$ cat src/rtl/core/bgw_pkg.sv
// ----------------------------------------------------------------------------
// bgw_pkg: shared types and constants of the bilinear grid warp
// Field widths, lattice geometry, register indexes and the queue entry type.
// ----------------------------------------------------------------------------
`timescale 1ns / 1ps

package bgw_pkg;

	localparam int COORD_W   = 32;
	localparam int IDX_W     = 9;
	localparam int CELL_W    = 5;
	localparam int CIDX_W    = 4;
	localparam int MAX_CELLS = 16;
	localparam int LAT_SIDE  = MAX_CELLS + 1;
	localparam int LAT_DEPTH = LAT_SIDE * LAT_SIDE;
	localparam int FRAC_BITS = 16;
	localparam int PROD_W    = 64;
	localparam int G_W       = PROD_W - FRAC_BITS;
	localparam int SCALE_W   = 31;
	localparam int CFG_IDX_W = 3;

	localparam logic [CFG_IDX_W-1:0] CFG_ORIGIN_X = 3'd0;
	localparam logic [CFG_IDX_W-1:0] CFG_ORIGIN_Y = 3'd1;
	localparam logic [CFG_IDX_W-1:0] CFG_SCALE_X  = 3'd2;
	localparam logic [CFG_IDX_W-1:0] CFG_SCALE_Y  = 3'd3;
	localparam logic [CFG_IDX_W-1:0] CFG_COLUMNS  = 3'd4;
	localparam logic [CFG_IDX_W-1:0] CFG_ROWS     = 3'd5;

	localparam logic REQ_LOAD  = 1'b0;
	localparam logic REQ_XFORM = 1'b1;

	typedef struct packed {
		logic                      xform;
		logic [IDX_W-1:0]          idx;
		logic signed [COORD_W:0]   a;
		logic signed [COORD_W:0]   b;
	} bgw_entry_t;

endpackage

$ cat src/rtl/core/bgw_front.sv
// ----------------------------------------------------------------------------
// bgw_front: input classification and item queue
// Drops loads beyond the lattice, offsets transform points by the origin and
// queues the result for the back end.
// ----------------------------------------------------------------------------
`timescale 1ns / 1ps

module bgw_front
	import bgw_pkg::*;
(
	input  logic                      clk,
	input  logic                      arst_n,
	input  logic                      s_tvalid,
	output logic                      s_tready,
	input  logic                      s_tuser,   // req_type
	input  logic [79:0]               s_tdata,   // point_index, coord_x, coord_y
	input  logic signed [COORD_W-1:0] origin_x,
	input  logic signed [COORD_W-1:0] origin_y,
	input  logic                      pop,
	output logic                      q_empty,
	output bgw_entry_t                q_head
);

	localparam int QDEPTH = 4;
	localparam int QPTR_W = $clog2(QDEPTH);

	bgw_entry_t        q_mem [QDEPTH];
	logic [QPTR_W-1:0] wr_ptr_q, rd_ptr_q;
	logic [QPTR_W:0]   cnt_q;
	logic              full, push, do_pop;
	logic [IDX_W-1:0]  idx;
	logic signed [COORD_W:0] cx, cy;
	bgw_entry_t        ent;

	assign idx  = s_tdata[IDX_W-1:0];
	assign cx   = {s_tdata[IDX_W+COORD_W-1], s_tdata[IDX_W+COORD_W-1:IDX_W]};
	assign cy   = {s_tdata[IDX_W+2*COORD_W-1], s_tdata[IDX_W+2*COORD_W-1:IDX_W+COORD_W]};
	assign full = cnt_q == (QPTR_W+1)'(QDEPTH);
	assign s_tready = !full;
	assign q_empty  = cnt_q == '0;
	assign do_pop   = pop && !q_empty;

	// Loads outside the store are accepted and discarded here.
	assign push = s_tvalid && s_tready
		&& (s_tuser == REQ_XFORM || idx < IDX_W'(LAT_DEPTH));

	always_comb begin
		ent.xform = s_tuser;
		ent.idx   = idx;
		if (s_tuser == REQ_XFORM) begin
			ent.a = cx - {origin_x[COORD_W-1], origin_x};
			ent.b = cy - {origin_y[COORD_W-1], origin_y};
		end else begin
			ent.a = cx;
			ent.b = cy;
		end
	end

	assign q_head = q_mem[rd_ptr_q];

	always_ff @(posedge clk) begin
		if (push) begin
			q_mem[wr_ptr_q] <= ent;
		end
	end

	always_ff @(posedge clk or negedge arst_n) begin
		if (!arst_n) begin
			wr_ptr_q <= '0;
			rd_ptr_q <= '0;
			cnt_q    <= '0;
		end else begin
			if (push) begin
				wr_ptr_q <= wr_ptr_q + 1'b1;
			end
			if (do_pop) begin
				rd_ptr_q <= rd_ptr_q + 1'b1;
			end
			cnt_q <= cnt_q + (QPTR_W+1)'(push) - (QPTR_W+1)'(do_pop);
		end
	end

endmodule

$ cat config.mk
export PLATFORM = sky130hd
export DESIGN_NAME = bgw_front
export DESIGN_NICKNAME = d
export VERILOG_FILES = /design/src/rtl/core/bgw_pkg.sv /design/src/rtl/core/bgw_front.sv
export SDC_FILE = /design/constraint.sdc
export NUM_CORES = 1
export LEC_CHECK = 0
export BUFFER_PORTS_ARGS = -buffer_cell sky130_fd_sc_hd__buf_2
export CAP_MARGIN = 20
export CORE_MARGIN = 2
export CORE_UTILIZATION = 55
export CTS_CLUSTER_SIZE = 8
export DETAILED_ROUTE_END_ITERATION = 10
export HOLD_SLACK_MARGIN = 0.02
export PLACE_DENSITY_LB_ADDON = 0.15
export SYNTH_ARGS = -nofsm -noshare
export SYNTH_HDL_FRONTEND = slang
export SYNTH_SLANG_ARGS = --single-unit
$ cat constraint.sdc
create_clock -name clk -period 10.42 [get_ports clk]
set_clock_uncertainty 0.15 [all_clocks]
set_input_delay 0 -clock clk [delete_from_list [all_inputs] [get_ports clk]]
set_output_delay 0 -clock clk [all_outputs]
set_load 0.01 [all_outputs]
# Word level (Yosys, flattened, before mapping)
# Memory sizes are Yosys's and may differ from the RTL's.
# Cells that the tools add are included.
[totals] reg_bits=7 ramBits=304 in_bits=149 out_inout_bits=78 word_cells=22 n_memories=1
[memory_table] name="q_mem" words=4 width=76 rd=1 rd_ports_with_merged_regs=0 wr=1 line_no="bgw_front.sv:27" text="bgw_entry_t q_mem [QDEPTH];"
[op_classes] add_sub_neg=6 order_cmp=1 eq_ne=1 muxes=3 n_reduce_logical=7
[ops] op="66-bit two-way mux" count=1
[ops] op="32-bit by 32-bit subtractor with 33-bit output" count=2
[ops] op="9-bit less-than comparator, second input constant" count=1
[ops] op="2-bit by 1-bit adder with 2-bit output, second input constant" count=2
[ops] op="3-bit by 1-bit adder with 3-bit output" count=1
[ops] op="3-bit equality test, second input constant" count=1
[ops] op="1-bit logical AND" count=3
[ops] op="3-bit zero test" count=1
[ops] op="3-bit by 1-bit subtractor with 3-bit output" count=1
[ops] op="1-bit zero test" count=2
[ops] op="1-bit two-way mux" count=2
[ops] op="1-bit logical OR" count=1

# Depth between registers and ports, before layout
[logic_depth] depth_word=6 depth_mapped=12 depth_no_buf=12

# Least setup slack after synthesis
# No wires, ideal clock.
[synth_timing] path_type="input to register" from="in s_tdata[4]" to="mem q_mem[0][0] (netlist name), enable pin" setup_time_ns=0.443 t_arrival_ns=2.936 required_ns=9.827 setup_slack_ns=6.892 cell_stages=5 n_path_buf=0 cell_sequence="or4_1 -> o21ai_0 -> nand2_1 -> a31oi_1 -> and2_1"
[synth_between] elab_chain_cells=5
[synth_rtl] item="start: declaration" line_no="bgw_front.sv:16" text="input logic [79:0] s_tdata,"
[synth_rtl] item="9-bit less-than comparator" line_no="bgw_front.sv:45" text="&& (s_tuser == REQ_XFORM || idx < IDX_W'(LAT_DEPTH));"
[synth_rtl] item="1-bit logical OR" line_no="bgw_front.sv:45"
[synth_rtl] item="1-bit logical AND" line_no="bgw_front.sv:45"
[synth_rtl] item="1-bit two-way mux" line_no="bgw_front.sv:62" text="if (push) begin"
[synth_rtl] item="1-bit two-way mux (implied by the code)" line_no="bgw_front.sv:63" text="q_mem[wr_ptr_q] <= ent;"
[synth_rtl] item="end: declaration" line_no="bgw_front.sv:27"
# No other way between the ends.

==> summary.md <==
| Metric | Value |
|---|---|
| Setup violations, final | 0 |
| Worst path slowest cell | dlygate4sd3_1 |
| Ys async rst share | 2.25% |
| Syn_area_per_cell | 14.6 µm² |
| CTS Root Cell | clkbuf_16 |
| DR WL met2 | 16.3 mm |
| CP delay by family, top | compound AO/OA/AOI/OAI gates |
| Mapped cell area | 15600 µm² |
| Register area share after synthesis | 59.7% |
| Multiplexer share of the synthesized area | 14.1% |
| DRT iter0 DRCs | 598 |
| CTS tree | done |
| Worst-Margin Slew | 1040 ps |
| Final hold violation count | 0 |
| Crit path largest cell delay | 610 ps |
| DRC viols | 0 |
| Clock buffer depth | 3 |
| Unique masters post-synth | 62 |
| Post-DP Area | 17100 µm² |
| Maximum vdd drop | 0.000201 V |
| Vias per Instance | 5.66 |
| Initial antenna violation count | 0 |
| Cell area after layout | 19100 µm² |
| Int Pwr | 3.04 mW |
| Largest net degree at the start of global routing | 69 |
| Post-route ant nets | 0 |
| Sequential power share | 39.5% |
| Setup TNS Final | 0 ps |
| Static Leak | 7.44 nW |
| Min-Delay Path Class | in -> reg |
| Placer congestion estimate | 0.863 |
| Final Cycle Share | 36.9% |
| WS Path Type | in -> reg |
| Sw Pwr | 1.31 mW |
| WP buf/inv | 4 |
| Wirelength per Cell | 19.2 µm |
| Share of cells above drive strength 1 | 29.1% |
| Top sig layer | met4 |
| Synth Instances | 1066 |
| Die area | 29700 µm² |
| Htree depth | 2 |
| Skew-Pair Late Insertion Delay | 530 ps |
| Setup Buffers After CTS | 0 |
| Chip height | 172 µm |
| Diode count | 0 |
| Post-synth EDFFs | 304 |
| Post-Synth Adder-Cell Area | 6.00% |
| Switch share | 30.1% |
| Final #Nets | 1609 |
| IO buf count | 219 |
| Power per cell area | 227 nW/µm² |
| Run status | complete, no violations |
| Max-Cap Viols | 0 |
| Fmax | 260 MHz |
| Worst Setup Start Kind | primary input |
| Core ar. | 27900 µm² |
| Element type at the critical path end | flop |
| Simple-gate share of the synthesized area | 5.91% |
| RSZ-0062 raised after global routing | no |
| Critical Path AT | 3950 ps |
| Number of iterations in the first detailed-routing pass | 4 |
| Area Growth Syn to Fin | 22.8% |
| Hold buffer count at CTS | 83 |
| Initial Utilization | 56.0% |
| CP Cell Sequence | dlygate4sd3_1, buf_2, inv_1, ha_1, fa_1, nor2b_1, o21ai_0, a21boi_0, o41ai_1, o22a_2, o311a_4, nor4b_4, o31a_2, o41ai_1, dlygate4sd3_1 |
| GRT Total Usage | 23.0% |
| Combinational Power Share | 31.8% |
| Slew margin rel. | 30.4% |
| Post-DP HPWL | 21.5 mm |
| Top FF cell, synth | edfxtp_1 |
| Via count | 10100 |
| Seq cells post-synth | 311 |
| # rows | 61 |
| Io pins | 227 |
| Syn_nets | 1288 |
| Yosys warning count | 0 |
| Cts bufs inserted | 44 |
| Congestion Overflow GR | 0 |
| Fin crit period | 3840 ps |
| Sink Count | 311 |
| Clock slew at reported path FFs | 50 ps |
| Number of gates resized after CTS | 0 |
| Vias in the first global route | 10100 |
| Met3 wire len | 1.80 mm |
| Clock network fraction of total power | 28.7% |
| Crit-path max FO | 5 |
| Die outline width | 172 µm |
| Worst EP required | 10530 ps |
| Final Max Tran Viols | 0 |
| Final WL | 34.2 mm |
| Combinational family with the most area after synthesis | multiplexers |
| Synth Area in XOR/XNOR | 2.98% |
| First-pass GRT wire length | 52.4 mm |
| Compound-gate portion of the synthesized area | 8.36% |
| Metal-1 WL | 15.0 mm |
-- tightest hold or removal path: stages --
cell and delay (ps):
buf_2 90, inv_1 50, ha_1 170, xnor2_1 120, mux2_2 170
-- sequential cells by signal, indices dropped and copies added (netlist names) --
register,flops
q_mem,304
cnt_q,3
wr_ptr_q,2
rd_ptr_q,2
-- routing by layer --
layer / up-vias / global-route usage (%)
met3: 75 / 3.32
met4: 0 / 8.70
li1: 4749 / -
met2: 320 / 37.5
met5: - / 0
met1: 4922 / 31.7
-- cell type report --
| type | count | area [µm²] |
|---|---|---|
| timing repair buffer | 311 | 2010 |
| sequential | 311 | 9310 |
| tap | 378 | 473 |
| fill | 1969 | 8710 |
| inverter | 85 | 319 |
| multi-input combinational | 634 | 5840 |
| clock inverter | 3 | 45.0 |
| clock buffer | 56 | 1150 |
-- synthesized netlist by cell type, types with 6 or more instances --
cell      instances  area, µm²
a21oi_1          65        325
o31ai_1           9       67.6
nor2b_1          13       81.3
buf_1            11       41.3
a21o_1           27        203
edfxtp_1        304       9130
mux2_2           39        439
o21ai_0          31        155
dfrtp_1           7        175
nand4_1          10       62.6
nand3_1          11       55.1
o21a_1           12       90.1
nor3_1           11       55.1
nand2_1          61        229
xor2_1           17        149
a31oi_1           6       37.5
ha_1             70        876
clkbuf_1         22       82.6
inv_1            85        319
and2_1            7       43.8
xnor2_1          36        315
nor2_1           50        188
mux4_2           76       1710
-- cell usage in the layout, fill, tap and decap left out, types with 6 or more instances in the layout --
cell and instances:
edfxtp_1 304, buf_2 219, inv_1 85, dlygate4sd3_1 83, mux4_2 76, ha_1 70, a21oi_1 65, nand2_1 61
nor2_1 50, clkbuf_16 44, mux2_2 39, xnor2_1 36, o21ai_0 31, a21o_1 27, xor2_1 17, nor2b_1 13
o21a_1 12, clkbuf_1 12, nor3_1 11, nand3_1 11, nand4_1 10, o31ai_1 9, buf_4 8, a31oi_1 6
-- final timing paths --
path                                  start      endpoint  slack, ps  cells past startpoint
min in group asynchronous            arst_n      cnt_q[1]        280                      3
max in group asynchronous            arst_n   rd_ptr_q[0]       9550                      3
worst max-delay path            s_tdata[41]  q_mem[1][32]       6580                     15
worst max register to register     cnt_q[1]  q_mem[2][54]       7400                      6
worst min register to register     cnt_q[0]      cnt_q[0]        420                      1
worst min-delay path            origin_x[4]  q_mem[3][37]         40                      5
-- stage by stage --
stage / util, % / hold WS, ps / setup slack, ps / power (mW) / instances
after global routing: 68.7 / 77.4 / 6360 / 4.56 / 1778
after global placement: 61.4 / -306 / 7020 / 3.08 / 1635
after detailed placement: 61.4 / -301 / 6970 / 3.10 / 1635
after CTS: 68.6 / 22.1 / 6670 / 4.38 / 1777
after floorplan: - / -446 / 6890 / 2.63 / 1066
final: 68.7 / 40.8 / 6580 / 4.35 / 1778
-- cell families (layout without fill, tap and decap cells) --
group | count (synthesis) | after routing
AND/OR/NAND/NOR | 191 | 191
AO/OA/AOI/OAI | 197 | 197
adder cells (fa/ha/maj) | 73 | 73
multiplexers | 120 | 120
XOR/XNOR | 53 | 53
buffers and inverters | 121 | 455
flip-flops | 311 | 311
-- power groups by stage --
stage / sequential (mW) / combinational [mW] / clock, mW
floorplan: 1.71 / 0.919 / 0
global placement: 1.78 / 1.30 / 0
detailed placement: 1.79 / 1.31 / 0
CTS: 1.77 / 1.34 / 1.27
global route: 1.74 / 1.50 / 1.32
finish: 1.72 / 1.38 / 1.25
Note: power is estimated with default switching activity, not from simulation.
